## config.mk

```make
export PLATFORM = sky130hd
export DESIGN_NAME = multi_slot_tick_timer_table_core_flat
export DESIGN_NICKNAME = d
export VERILOG_FILES = /design/src/rtl/mstt_pkg.sv /design/src/rtl/mstt_req_if.sv /design/src/rtl/mstt_rsp_if.sv /design/src/rtl/mstt_ctrl.sv /design/src/rtl/mstt_dp.sv /design/src/rtl/multi_slot_tick_timer_table_core.sv /design/src/flat_wrapper.sv
export SDC_FILE = /design/constraint.sdc
export NUM_CORES = 1
export LEC_CHECK = 0
export BUFFER_PORTS_ARGS = -buffer_cell sky130_fd_sc_hd__buf_2
export CORE_MARGIN = 3
export CORE_UTILIZATION = 62
export DETAILED_ROUTE_END_ITERATION = 10
export PLACE_DENSITY = 0.78
export SKIP_LAST_GASP = 1
export SYNTH_ARGS = -nofsm -noshare
export SYNTH_HDL_FRONTEND = slang
export SYNTH_HIERARCHICAL = 1
export SYNTH_SLANG_ARGS = --single-unit
```

## constraint.sdc

```tcl
create_clock -name clk -period 8.98 [get_ports clk]
set_input_delay 1.796 -clock clk [delete_from_list [all_inputs] [get_ports clk]]
set_output_delay 1.796 -clock clk [all_outputs]
set_load 0.01 [all_outputs]
```

## src/rtl/mstt_pkg.sv

```systemverilog
// Shared types and constants for the multi-slot tick timer table.
package mstt_pkg;

	localparam int SLOT_COUNT = 8;
	localparam int SLOT_W = (SLOT_COUNT > 1) ? $clog2(SLOT_COUNT) : 1;

	localparam int OP_W = 2;
	localparam int ID_W = 8;
	localparam int PERIOD_W = 16;
	localparam int STATUS_W = 2;
	localparam int EXP_SLOT_W = 3;

	typedef enum logic [OP_W-1:0] {
		OP_TICK     = 2'd0,
		OP_START    = 2'd1,
		OP_REGISTER = 2'd2,
		OP_CANCEL   = 2'd3
	} op_t;

	typedef enum logic [STATUS_W-1:0] {
		STS_OK       = 2'd0,
		STS_FULL     = 2'd1,
		STS_DUP      = 2'd2,
		STS_NOTFOUND = 2'd3
	} status_t;

	typedef enum logic [1:0] {
		S_IDLE,
		S_SCAN,
		S_FINISH
	} state_t;

	typedef struct packed {
		logic load;
		logic step;
		logic finish;
	} cmd_t;

	typedef struct packed {
		logic tick_op;
		logic cur_expire;
		logic pend_valid;
		logic last_idx;
		logic out_full;
	} stat_t;

endpackage

```

## src/rtl/mstt_req_if.sv

```systemverilog
// Request channel: operation, client id and period with valid/ready.
interface mstt_req_if;
	logic                          valid;
	logic                          ready;
	logic [mstt_pkg::OP_W-1:0]     operation;
	logic [mstt_pkg::ID_W-1:0]     client_id;
	logic [mstt_pkg::PERIOD_W-1:0] period_ticks;

	modport source (output valid, output operation, output client_id, output period_ticks,
		input ready);
	modport sink (input valid, input operation, input client_id, input period_ticks,
		output ready);
endinterface

```

## src/rtl/mstt_rsp_if.sv

```systemverilog
// Result channel: status and expiry report with valid/ready.
interface mstt_rsp_if;
	logic                            valid;
	logic                            ready;
	logic [mstt_pkg::STATUS_W-1:0]   status;
	logic                            expired;
	logic [mstt_pkg::ID_W-1:0]       expired_id;
	logic [mstt_pkg::EXP_SLOT_W-1:0] expired_slot;
	logic                            last;

	modport source (output valid, output status, output expired, output expired_id,
		output expired_slot, output last, input ready);
	modport sink (input valid, input status, input expired, input expired_id,
		input expired_slot, input last, output ready);
endinterface

```

## src/rtl/mstt_ctrl.sv

```systemverilog
// Controller state machine: accept, slot scan and final result.
module mstt_ctrl (
	input  logic            clk,
	input  logic            arst_n,
	input  logic            req_valid,
	output logic            req_ready,
	input  mstt_pkg::stat_t stat,
	output mstt_pkg::cmd_t  cmd,
	output mstt_pkg::state_t state
);

	mstt_pkg::state_t state_q;
	mstt_pkg::state_t state_d;
	logic             stall;

	assign state = state_q;
	assign stall = stat.tick_op && stat.cur_expire && stat.pend_valid && stat.out_full;

	always_ff @(posedge clk or negedge arst_n) begin
		if (!arst_n) begin
			state_q <= mstt_pkg::S_IDLE;
		end else begin
			state_q <= state_d;
		end
	end

	always_comb begin
		state_d = state_q;
		unique case (state_q)
			mstt_pkg::S_IDLE: begin
				if (req_valid) begin
					state_d = mstt_pkg::S_SCAN;
				end
			end
			mstt_pkg::S_SCAN: begin
				if (!stall && stat.last_idx) begin
					state_d = mstt_pkg::S_FINISH;
				end
			end
			mstt_pkg::S_FINISH: begin
				if (!stat.out_full) begin
					state_d = mstt_pkg::S_IDLE;
				end
			end
			default: state_d = mstt_pkg::S_IDLE;
		endcase
	end

	always_comb begin
		req_ready  = 1'b0;
		cmd        = '0;
		unique case (state_q)
			mstt_pkg::S_IDLE: begin
				req_ready = 1'b1;
				cmd.load  = req_valid;
			end
			mstt_pkg::S_SCAN: begin
				cmd.step = !stall;
			end
			mstt_pkg::S_FINISH: begin
				cmd.finish = !stat.out_full;
			end
			default: begin
				req_ready = 1'b0;
			end
		endcase
	end

endmodule

```

## src/rtl/mstt_dp.sv

```systemverilog
// Datapath: slot table, scan registers and result register.
module mstt_dp (
	input  logic                            clk,
	input  logic                            arst_n,
	input  mstt_pkg::cmd_t                  cmd,
	output mstt_pkg::stat_t                 stat,
	input  logic [mstt_pkg::OP_W-1:0]       operation,
	input  logic [mstt_pkg::ID_W-1:0]       client_id,
	input  logic [mstt_pkg::PERIOD_W-1:0]   period_ticks,
	output logic                            rsp_valid,
	input  logic                            rsp_ready,
	output logic [mstt_pkg::STATUS_W-1:0]   status,
	output logic                            expired,
	output logic [mstt_pkg::ID_W-1:0]       expired_id,
	output logic [mstt_pkg::EXP_SLOT_W-1:0] expired_slot,
	output logic                            last
);

	localparam int N = mstt_pkg::SLOT_COUNT;
	localparam int SW = mstt_pkg::SLOT_W;

	logic [mstt_pkg::ID_W-1:0]     owner_q     [N];
	logic                          one_shot_q  [N];
	logic [mstt_pkg::PERIOD_W-1:0] period_tbl_q[N];
	logic [mstt_pkg::PERIOD_W-1:0] ticks_q     [N];

	mstt_pkg::op_t                 op_q;
	logic [mstt_pkg::ID_W-1:0]     id_q;
	logic [mstt_pkg::PERIOD_W-1:0] period_q;
	logic [SW-1:0]                 idx_q;
	logic                          free_found_q;
	logic [SW-1:0]                 free_idx_q;
	logic                          match_found_q;
	logic [SW-1:0]                 match_idx_q;
	logic                          pend_valid_q;
	logic [mstt_pkg::ID_W-1:0]     pend_id_q;
	logic [mstt_pkg::EXP_SLOT_W-1:0] pend_slot_q;

	logic                            out_valid_q;
	mstt_pkg::status_t               out_status_q;
	logic                            out_expired_q;
	logic [mstt_pkg::ID_W-1:0]       out_id_q;
	logic [mstt_pkg::EXP_SLOT_W-1:0] out_slot_q;
	logic                            out_last_q;

	logic [mstt_pkg::ID_W-1:0]     cur_owner;
	logic                          cur_busy;
	logic [mstt_pkg::PERIOD_W-1:0] cur_tnext;
	logic                          cur_expire;
	logic                          tick_op;
	logic                          step_tick;
	logic                          push_pend;
	logic                          take_ok;
	logic                          take_one_shot;
	mstt_pkg::status_t             fin_status;

	assign cur_owner  = owner_q[idx_q];
	assign cur_busy   = (cur_owner != '0);
	assign cur_tnext  = ticks_q[idx_q] + mstt_pkg::PERIOD_W'(1);
	assign cur_expire = cur_busy && (cur_tnext >= period_tbl_q[idx_q]);
	assign tick_op    = (op_q == mstt_pkg::OP_TICK);
	assign step_tick  = cmd.step && tick_op;
	assign push_pend  = step_tick && cur_expire && pend_valid_q;

	assign stat.tick_op    = tick_op;
	assign stat.cur_expire = cur_expire;
	assign stat.pend_valid = pend_valid_q;
	assign stat.last_idx   = (idx_q == SW'(N - 1));
	assign stat.out_full   = out_valid_q && !rsp_ready;

	always_comb begin
		take_ok       = 1'b0;
		take_one_shot = 1'b0;
		fin_status    = mstt_pkg::STS_OK;
		unique case (op_q)
			mstt_pkg::OP_TICK: begin
				fin_status = mstt_pkg::STS_OK;
			end
			mstt_pkg::OP_START: begin
				take_ok       = free_found_q;
				take_one_shot = 1'b1;
				fin_status    = free_found_q ? mstt_pkg::STS_OK : mstt_pkg::STS_FULL;
			end
			mstt_pkg::OP_REGISTER: begin
				take_ok = free_found_q && !match_found_q;
				if (match_found_q) begin
					fin_status = mstt_pkg::STS_DUP;
				end else if (free_found_q) begin
					fin_status = mstt_pkg::STS_OK;
				end else begin
					fin_status = mstt_pkg::STS_FULL;
				end
			end
			mstt_pkg::OP_CANCEL: begin
				fin_status = match_found_q ? mstt_pkg::STS_OK : mstt_pkg::STS_NOTFOUND;
			end
			default: fin_status = mstt_pkg::STS_OK;
		endcase
	end

	// slot owners: free on reset
	always_ff @(posedge clk or negedge arst_n) begin
		if (!arst_n) begin
			for (int i = 0; i < N; i++) begin
				owner_q[i] <= '0;
			end
		end else if (step_tick && cur_expire && one_shot_q[idx_q]) begin
			owner_q[idx_q] <= '0;
		end else if (cmd.finish && take_ok) begin
			owner_q[free_idx_q] <= id_q;
		end else if (cmd.finish && op_q == mstt_pkg::OP_CANCEL && match_found_q) begin
			owner_q[match_idx_q] <= '0;
		end
	end

	always_ff @(posedge clk) begin
		if (step_tick && cur_busy) begin
			ticks_q[idx_q] <= cur_expire ? '0 : cur_tnext;
		end else if (cmd.finish && take_ok) begin
			ticks_q[free_idx_q]      <= '0;
			period_tbl_q[free_idx_q] <= period_q;
			one_shot_q[free_idx_q]   <= take_one_shot;
		end
	end

	always_ff @(posedge clk) begin
		if (cmd.load) begin
			op_q          <= mstt_pkg::op_t'(operation);
			id_q          <= client_id;
			period_q      <= period_ticks;
			idx_q         <= '0;
			free_found_q  <= 1'b0;
			match_found_q <= 1'b0;
		end else if (cmd.step) begin
			idx_q <= idx_q + SW'(1);
			if (!free_found_q && cur_owner == '0) begin
				free_found_q <= 1'b1;
				free_idx_q   <= idx_q;
			end
			if (!match_found_q && cur_owner == id_q) begin
				match_found_q <= 1'b1;
				match_idx_q   <= idx_q;
			end
		end
	end

	always_ff @(posedge clk or negedge arst_n) begin
		if (!arst_n) begin
			pend_valid_q <= 1'b0;
		end else if (cmd.load) begin
			pend_valid_q <= 1'b0;
		end else if (step_tick && cur_expire) begin
			pend_valid_q <= 1'b1;
		end
	end

	always_ff @(posedge clk) begin
		if (step_tick && cur_expire) begin
			pend_id_q   <= cur_owner;
			pend_slot_q <= mstt_pkg::EXP_SLOT_W'(idx_q);
		end
	end

	always_ff @(posedge clk or negedge arst_n) begin
		if (!arst_n) begin
			out_valid_q <= 1'b0;
		end else if (push_pend || cmd.finish) begin
			out_valid_q <= 1'b1;
		end else if (rsp_ready) begin
			out_valid_q <= 1'b0;
		end
	end

	// earlier expiry goes out once a later one shows it was not the last
	always_ff @(posedge clk) begin
		if (push_pend) begin
			out_status_q  <= mstt_pkg::STS_OK;
			out_expired_q <= 1'b1;
			out_id_q      <= pend_id_q;
			out_slot_q    <= pend_slot_q;
			out_last_q    <= 1'b0;
		end else if (cmd.finish) begin
			out_status_q  <= fin_status;
			out_expired_q <= tick_op && pend_valid_q;
			out_id_q      <= (tick_op && pend_valid_q) ? pend_id_q : '0;
			out_slot_q    <= (tick_op && pend_valid_q) ? pend_slot_q : '0;
			out_last_q    <= 1'b1;
		end
	end

	assign rsp_valid    = out_valid_q;
	assign status       = out_status_q;
	assign expired      = out_expired_q;
	assign expired_id   = out_id_q;
	assign expired_slot = out_slot_q;
	assign last         = out_last_q;

endmodule

```

## src/rtl/multi_slot_tick_timer_table_core.sv

```systemverilog
// Top level of the multi-slot tick timer table.
// A table of SLOT_COUNT timer slots serves tick, start one-shot, register periodic and
// cancel requests. Every request walks the table one slot per clock unless the scan is
// held, and goes from acceptance through the slot scan to a commit step that writes its
// final result; a tick holds the scan while an earlier expiry report waits in the
// result register and a further slot expires, and the commit step waits until the result
// register is free. A tick yields one result per expiring slot in slot order, the
// final one marked last, or a single empty result when nothing expires; the other
// requests yield one status result. Slot owners are cleared by reset.
module multi_slot_tick_timer_table_core (
	input logic      clk,
	input logic      arst_n,
	mstt_req_if.sink   req,
	mstt_rsp_if.source rsp
);

	mstt_pkg::cmd_t   cmd;
	mstt_pkg::stat_t  stat;
	mstt_pkg::state_t state;

	mstt_ctrl u_ctrl (
		.clk       (clk),
		.arst_n    (arst_n),
		.req_valid (req.valid),
		.req_ready (req.ready),
		.stat      (stat),
		.cmd       (cmd),
		.state     (state)
	);

	mstt_dp u_dp (
		.clk          (clk),
		.arst_n       (arst_n),
		.cmd          (cmd),
		.stat         (stat),
		.operation    (req.operation),
		.client_id    (req.client_id),
		.period_ticks (req.period_ticks),
		.rsp_valid    (rsp.valid),
		.rsp_ready    (rsp.ready),
		.status       (rsp.status),
		.expired      (rsp.expired),
		.expired_id   (rsp.expired_id),
		.expired_slot (rsp.expired_slot),
		.last         (rsp.last)
	);

`ifndef SYNTH
	a_busy_after_transfer: assert property (@(posedge clk) disable iff (!arst_n)
		req.valid && req.ready |=> !req.ready && state == mstt_pkg::S_SCAN)
		else $error("request taken while a scan is in progress");

	a_non_last_is_expiry: assert property (@(posedge clk) disable iff (!arst_n)
		rsp.valid && !rsp.last |-> rsp.expired && rsp.status == mstt_pkg::STS_OK)
		else $error("non-final result is not an expiry report");

	a_empty_fields_zero: assert property (@(posedge clk) disable iff (!arst_n)
		rsp.valid && !rsp.expired |-> rsp.expired_id == '0 && rsp.expired_slot == '0)
		else $error("result without expiry carries slot data");
`endif

endmodule
```

## src/flat_wrapper.sv

```systemverilog
// flat-port wrapper written by rule: the top's interface ports become plain ports
module multi_slot_tick_timer_table_core_flat 
  (clk, arst_n, req_valid, req_operation, req_client_id, req_period_ticks, req_ready, rsp_valid, rsp_status, rsp_expired, rsp_expired_id, rsp_expired_slot, rsp_last, rsp_ready);
  mstt_req_if req_i ();
  mstt_rsp_if rsp_i ();
  input logic clk;
  input logic arst_n;
  input wire logic [$bits(req_i.valid)-1:0] req_valid;
  input wire logic [$bits(req_i.operation)-1:0] req_operation;
  input wire logic [$bits(req_i.client_id)-1:0] req_client_id;
  input wire logic [$bits(req_i.period_ticks)-1:0] req_period_ticks;
  output wire logic [$bits(req_i.ready)-1:0] req_ready;
  output wire logic [$bits(rsp_i.valid)-1:0] rsp_valid;
  output wire logic [$bits(rsp_i.status)-1:0] rsp_status;
  output wire logic [$bits(rsp_i.expired)-1:0] rsp_expired;
  output wire logic [$bits(rsp_i.expired_id)-1:0] rsp_expired_id;
  output wire logic [$bits(rsp_i.expired_slot)-1:0] rsp_expired_slot;
  output wire logic [$bits(rsp_i.last)-1:0] rsp_last;
  input wire logic [$bits(rsp_i.ready)-1:0] rsp_ready;
  assign req_i.valid = req_valid;
  assign req_i.operation = req_operation;
  assign req_i.client_id = req_client_id;
  assign req_i.period_ticks = req_period_ticks;
  assign req_ready = req_i.ready;
  assign rsp_valid = rsp_i.valid;
  assign rsp_status = rsp_i.status;
  assign rsp_expired = rsp_i.expired;
  assign rsp_expired_id = rsp_i.expired_id;
  assign rsp_expired_slot = rsp_i.expired_slot;
  assign rsp_last = rsp_i.last;
  assign rsp_i.ready = rsp_ready;
  multi_slot_tick_timer_table_core u_core (.clk(clk), .arst_n(arst_n), .req(req_i), .rsp(rsp_i));
endmodule
```

== Word-level counts from Yosys, hierarchy flattened ==
Memories as Yosys holds them, arrays and structs flattened. A register that Yosys moved wholly into a read port is not among the register bits.
Index checks and enable logic that the tools add are counted.

* Register bits after elaboration: 131
* Memory bits (writable): 264
* Memories: 3
* Input bits: 30

* Bitwise gates (word level): 8
* Muxes and demuxes: 52
* Reduce and logical (&&, ||, !) cells: 41
* Eq/ne operators: 10
* Add/sub/neg operators: 2
* Order comparisons: 7

{| class="wikitable"
|+ Memories
! name !! words !! width !! rd ports !! clocked after memory_dff !! write ports !! line !! text
|-
| u_core.u_dp.period_tbl_q || 8 || 16 || 1 || 1 || 1 || mstt_dp.sv:24 || <nowiki>logic [mstt_pkg::PERIOD_W-1:0] period_tbl_q[N];</nowiki>
|-
| u_core.u_dp.ticks_q || 8 || 16 || 1 || 1 || 1 || mstt_dp.sv:25 || <nowiki>logic [mstt_pkg::PERIOD_W-1:0] ticks_q [N];</nowiki>
|-
| u_core.u_dp.one_shot_q || 8 || 1 || 1 || 1 || 1 || mstt_dp.sv:23 || <nowiki>logic one_shot_q [N];</nowiki>
|}

{| class="wikitable"
|+ Operators with widths
! cell !! count
|-
| 2-to-1 mux 64 bit || 3
|-
| bitwise AND 64 bit || 2
|-
| inverter 64 bit || 2
|-
| demux 8 bit (select 3 bit) || 3
|-
| bitwise mux 64 bit || 1
|-
| 2-to-1 mux 8 bit || 8
|-
| 2-to-1 mux 16 bit || 2
|-
| 2-to-1 mux 3 bit || 10
|-
| binary-select mux 8 bit (select 3 bit) || 1
|-
| logical AND 1 bit || 21
|-
| adder 16 x 1 -> 16 bit (second input constant) || 1
|-
| greater-or-equal comparator 16 bit || 1
|-
| 2-to-1 mux 1 bit || 16
|-
| OR reduction 16 bit || 1
|-
| greater-or-equal comparator 4 bit (second input constant) || 3
|-
| < comparator 4 x 1 -> 1 bit (second input constant) || 3
|-
| inverter 3 -> 4 bit || 3
|-
| 2-to-1 mux 2 bit || 5
|-
| AND reduction 3 bit || 3
|-
| equality test 8 bit || 1
|-
| zero test 8 bit || 1
|-
| case mux 2 bit (4 select lines) || 1
|-
| nonzero test 8 bit || 1
|-
| equality test 2 bit (second input constant) || 3
|-
| other kinds (13) || 24
|}

== Logic depth before layout (Yosys ltp) ==
* Depth after elaboration: 17
* Gate-level depth with buffers: 26
* Gate-level depth less buffers: 20

== Cells and area by module ==
Netlist, hierarchy kept.

{| class="wikitable"
|+ Modules (own cells, without submodules)
! module !! cells an instance !! sequential area each (um^2) !! instances !! area an instance (um^2)
|-
| mstt_dp || 926 || 11441.0 || 1 || 16605.9
|-
| mstt_ctrl || 14 || 50.0 || 1 || 123.9
|}

== Worst setup path after synthesis ==
Ideal clock, no wire load.

* Kind: register to register
* Start point: reg with a tool-made name
* End point: mem u_core/u_dp/ticks_q[2][0] (netlist name) (enable)
* Required time: 8564 ps
* Period minus slack after synthesis: 6550 ps
* Data arrival time: 6134 ps
* Setup slack: 2430 ps
* Stages on the path, launching flop included: 23
* Buffers on the path: 8
* Setup time: 416 ps
* Cells stage by stage: dfxtp_1 > clkbuf_2 > buf_4 > buf_6 > buf_2 > buf_1 > mux4_2 > mux2i_1 > ha_1 > a21oi_1 > nand3b_1 > o21bai_1 > a211oi_1 > a21oi_1 > clkbuf_1 > buf_4 > and4_4 > nor2_1 > clkbuf_1 > nand2_1 > a21oi_1 > nand2_1 > o32ai_1

{| class="wikitable"
|+ RTL lines
! what !! line
|-
| end, declared || mstt_dp.sv:25
|}

==> results by group <==
Status
  – Status: completed

CTS
  – # hold bufs at CTS: 0
  – Htree depth: 2
  – Post CTS Setup Buffer Count: 0
  – Sink Count: approximately 400
  – CTS Buffer Depth: 3
  – Clock-pin slew on the worst setup and hold paths: 0.06 ns
  – Clk Latency, worst-skew pair: between 0.5 and 0.6 ns
  – Clock Root Buffer: clkbuf_16
  – Total CTS buffers: 40
  – PostCTS Resize Cnt: 0
  – CTS tree: done

Logic synthesis
  – Syn Area/Cell: 17.8 µm²
  – Post-synth design cell area: 16700 µm²
  – Area leader, netlist: edfxtp_1
  – Syn. warnings: 6
  – Synth Net Count: 994
  – Synth Instances: 940
  – Seq/Total Area, Yosys: just under 70%
  – Top cell type's share of synthesized area: between 50% and 60%
  – Number of synthesized register bits: 398
  – Post-synth ARST share: 17.1%
  – Synth Flop Type: edfxtp_1
  – Top post-synthesis cells by area: edfxtp_1 (57%), mux4_2 (11%), dfrtp_1 (10%)
  – Number of enable flip-flop cells after synthesis: 318
  – Yosys cell types: 63

Global route
  – Tot GR Track Use: 24.2%
  – Vias in the first global route: between 9000 and 10000
  – First-pass GRT wire length: 53700 µm
  – Largest net degree at the start of global routing: between 60 and 70
  – Initial antenna violation count: 0
  – Total gr overflow: 0

Final layout
  – Ant diodes: 0
  – Share of cells above drive strength 1: 24.3%
  – NumNets Final: 1049
  – Fin cells: between 1000 and 1500
  – Post-route cell area: 18500 µm²
  – Final Util: 70.5%
  – Area delta synth->final: 10.8%

STA
  – Final Setup Violations: 0
  – Final Critical Period: 7.67 ns
  – Clock skew: between 0.015 and 0.02 ns
  – Slew headroom: 20.0%
  – Peak Freq: 130 MHz
  – Hold_ws: 0.490 ns
  – Worst-margin pin slew: between 1 and 1.5 ns
  – RSZ-0062 raised after global routing: no
  – Final Hold Fails: 0
  – Final TNS setup: 0 ns
  – Tcrit/Tclk final: 85.4%
  – Final-report max-slew violation count: 0

Placed design
  – Post-DP HPWL: about 21000 µm
  – Routability Congestion: roughly 0.87
  – Area after DPL: 17300 µm²
  – Cells after DPL: 1288
  – I/O Buffers: 46

Floorplanning
  – Rows: around 60
  – Number of top-level pins: 47
  – Initial Util: 63.7%
  – Die ar.: 29000 µm²
  – Die H: 170 µm
  – Area of the core: 26300 µm²
  – Die Wd: 170 µm

Critical path
  – Crit-path max FO: 33
  – Worst setup SP type: flop
  – Arrival @ worst endpoint: 7.80 ns
  – WP data required: slightly above 9 ns
  – Crit path kind: flop to flop
  – Crit end category: flop

Drt
  – Antenna-violating nets left: 0
  – Drt pass-1 iters: 5
  – Drc violations: 0
  – Drt via density: between 6 and 7
  – Routed wire per std cell: 25.1 µm
  – DRC marker count from the first detailed-route iteration: 963
  – Via count: 9053
  – WL final: 34200 µm

Pwr
  – Static Leak: between 6 and 7 nW
  – PwrDens: 328 nW/µm²
  – VDD IR max: 0.000175 V

Worst hold path
  – Hold Crit Class: flop to flop

Flow run
  – Max_cap viols: 0
## logic make-up (layout without fill, tap and decap cells)
group / after synthesis / count (layout) / share of synthesized area, %
compound gates: 123 / 123 / 6.06
xor+xnor: 22 / 22 / 1.15
fa+ha+maj: 24 / 24 / 1.79
buf+inv: 63 / 149 / 1.77
flops: 398 / 398 / 68.7
mux: 138 / 138 / 14.3
simple gates: 172 / 172 / 6.19
## placed cells by master, fill, tap and decap left out, types with 4 or more instances in the layout
master	n
nand3_1	14
nand2b_1	11
clkinv_1	5
nor2b_1	9
buf_4	16
mux2_2	8
xnor2_1	10
mux2i_1	48
clkinv_2	10
dfxtp_1	8
clkbuf_16	41
and2_1	13
nand2_1	16
ha_1	24
nor3_1	6
mux4_2	80
a21oi_1	8
or4_1	4
nor3_2	8
o22ai_1	10
a22o_1	64
dfrtp_1	68
nor2_2	6
and3b_1	9
inv_1	14
edfxtp_1	318
a21o_1	4
o32ai_1	5
or4b_2	5
xor2_1	12
nand3b_1	9
clkbuf_1	10
nor2_1	31
and3_1	13
buf_2	46
## cell type report
class / instances / area, µm²
Clock buffer: 53 / 1090
Clock inverter: 20 / 130
Fill cell: 1637 / 7740
Inverter: 14 / 52.6
Multi-Input combinational cell: 479 / 5000
Sequential cell: 398 / 11500
Tap cell: 335 / 419
Timing Repair Buffer: 62 / 350
## worst paths after layout
| check | from | endpoint | slack [ns] | depth (start not counted) |
|---|---|---|---|---|
| hold reg to reg | u_core/u_dp/expired | u_core/u_dp/expired | 0.49 | 2 |
| setup reg to reg | flop | u_core/u_dp/ticks_q[5][12] | 1.31 | 20 |
| min in group asynchronous | arst_n | u_core/u_dp/rsp_valid | 1.46 | 2 |
| max in group asynchronous | arst_n | u_core/u_dp/owner_q[6] | 6.92 | 2 |
| setup / recovery | flop | u_core/u_dp/ticks_q[5][12] | 1.31 | 20 |
| hold / removal | u_core/u_dp/expired | u_core/u_dp/expired | 0.49 | 2 |
## state kept, by name, summed over array words and instances, names as in the netlist, 8 cells and up, named ones only
signal / cells
u_core/u_dp/ticks_q: 128
u_core/u_dp/expired_id: 8
u_core/u_dp/period_q: 16
u_core/u_dp/owner_q: 64
u_core/u_dp/period_tbl_q: 128
u_core/u_dp/id_q: 8
u_core/u_dp/one_shot_q: 8
u_core/u_dp/pend_id_q: 8
## report_power, final
part / total (mW) / internal, mW / switching (mW)
logic: 1.90 / 0.765 / 1.14
registers: 2.64 / 2.47 / 0.172
clock network: 1.55 / 0.886 / 0.662
## critical path: stages, from the launching register on
cell      delay (ns)
dfxtp_4         0.70
mux4_2          0.33
mux2i_1         0.14
inv_1           0.16
ha_1            0.21
or4b_2          0.63
nor2_1          0.30
nand2_1         0.12
xor2_1          0.18
ha_1            0.33
a21oi_1         0.17
nand2_1         0.07
a21o_1          0.17
a211oi_1        0.73
a21oi_1         0.39
and4_4          0.27
nor2_1          0.37
nand2_1         0.16
a21oi_1         0.26
nand2b_1        0.88
a2bb2o_1        0.70
## layer usage
metal	wire (µm)	up-vias	track usage (%)
li1	-	3914	-
met1	14800	4706	35.8
met2	16400	365	37.9
met3	2220	68	4.41
met4	798	0	7.05
met5	0	-	0
## through the flow
step           power (mW)  setup slack [ns]
3_3_place_gp         4.51              1.73
3_5_place_dp         4.56              1.48
4_1_cts              6.13              1.32
5_1_grt              6.39             0.937
2_1_floorplan        4.02              2.43
6_report             6.09              1.31
## cell usage after synthesis, drive strengths merged (12+ instances only)
| cell type | instances |
|---|---|
| edfxtp | 318 |
| mux4 | 80 |
| dfrtp | 68 |
| a22o | 64 |
| mux2i | 50 |
| nor2 | 37 |
| buf | 33 |
| ha | 24 |
| nand2 | 17 |
| clkbuf | 16 |
| and2 | 14 |
| inv | 14 |
| nand3 | 14 |
| nor3 | 14 |
| and3 | 13 |
| o22ai | 13 |
| dfxtp | 12 |
| xor2 | 12 |
Note: power is estimated with default switching activity, not from simulation.
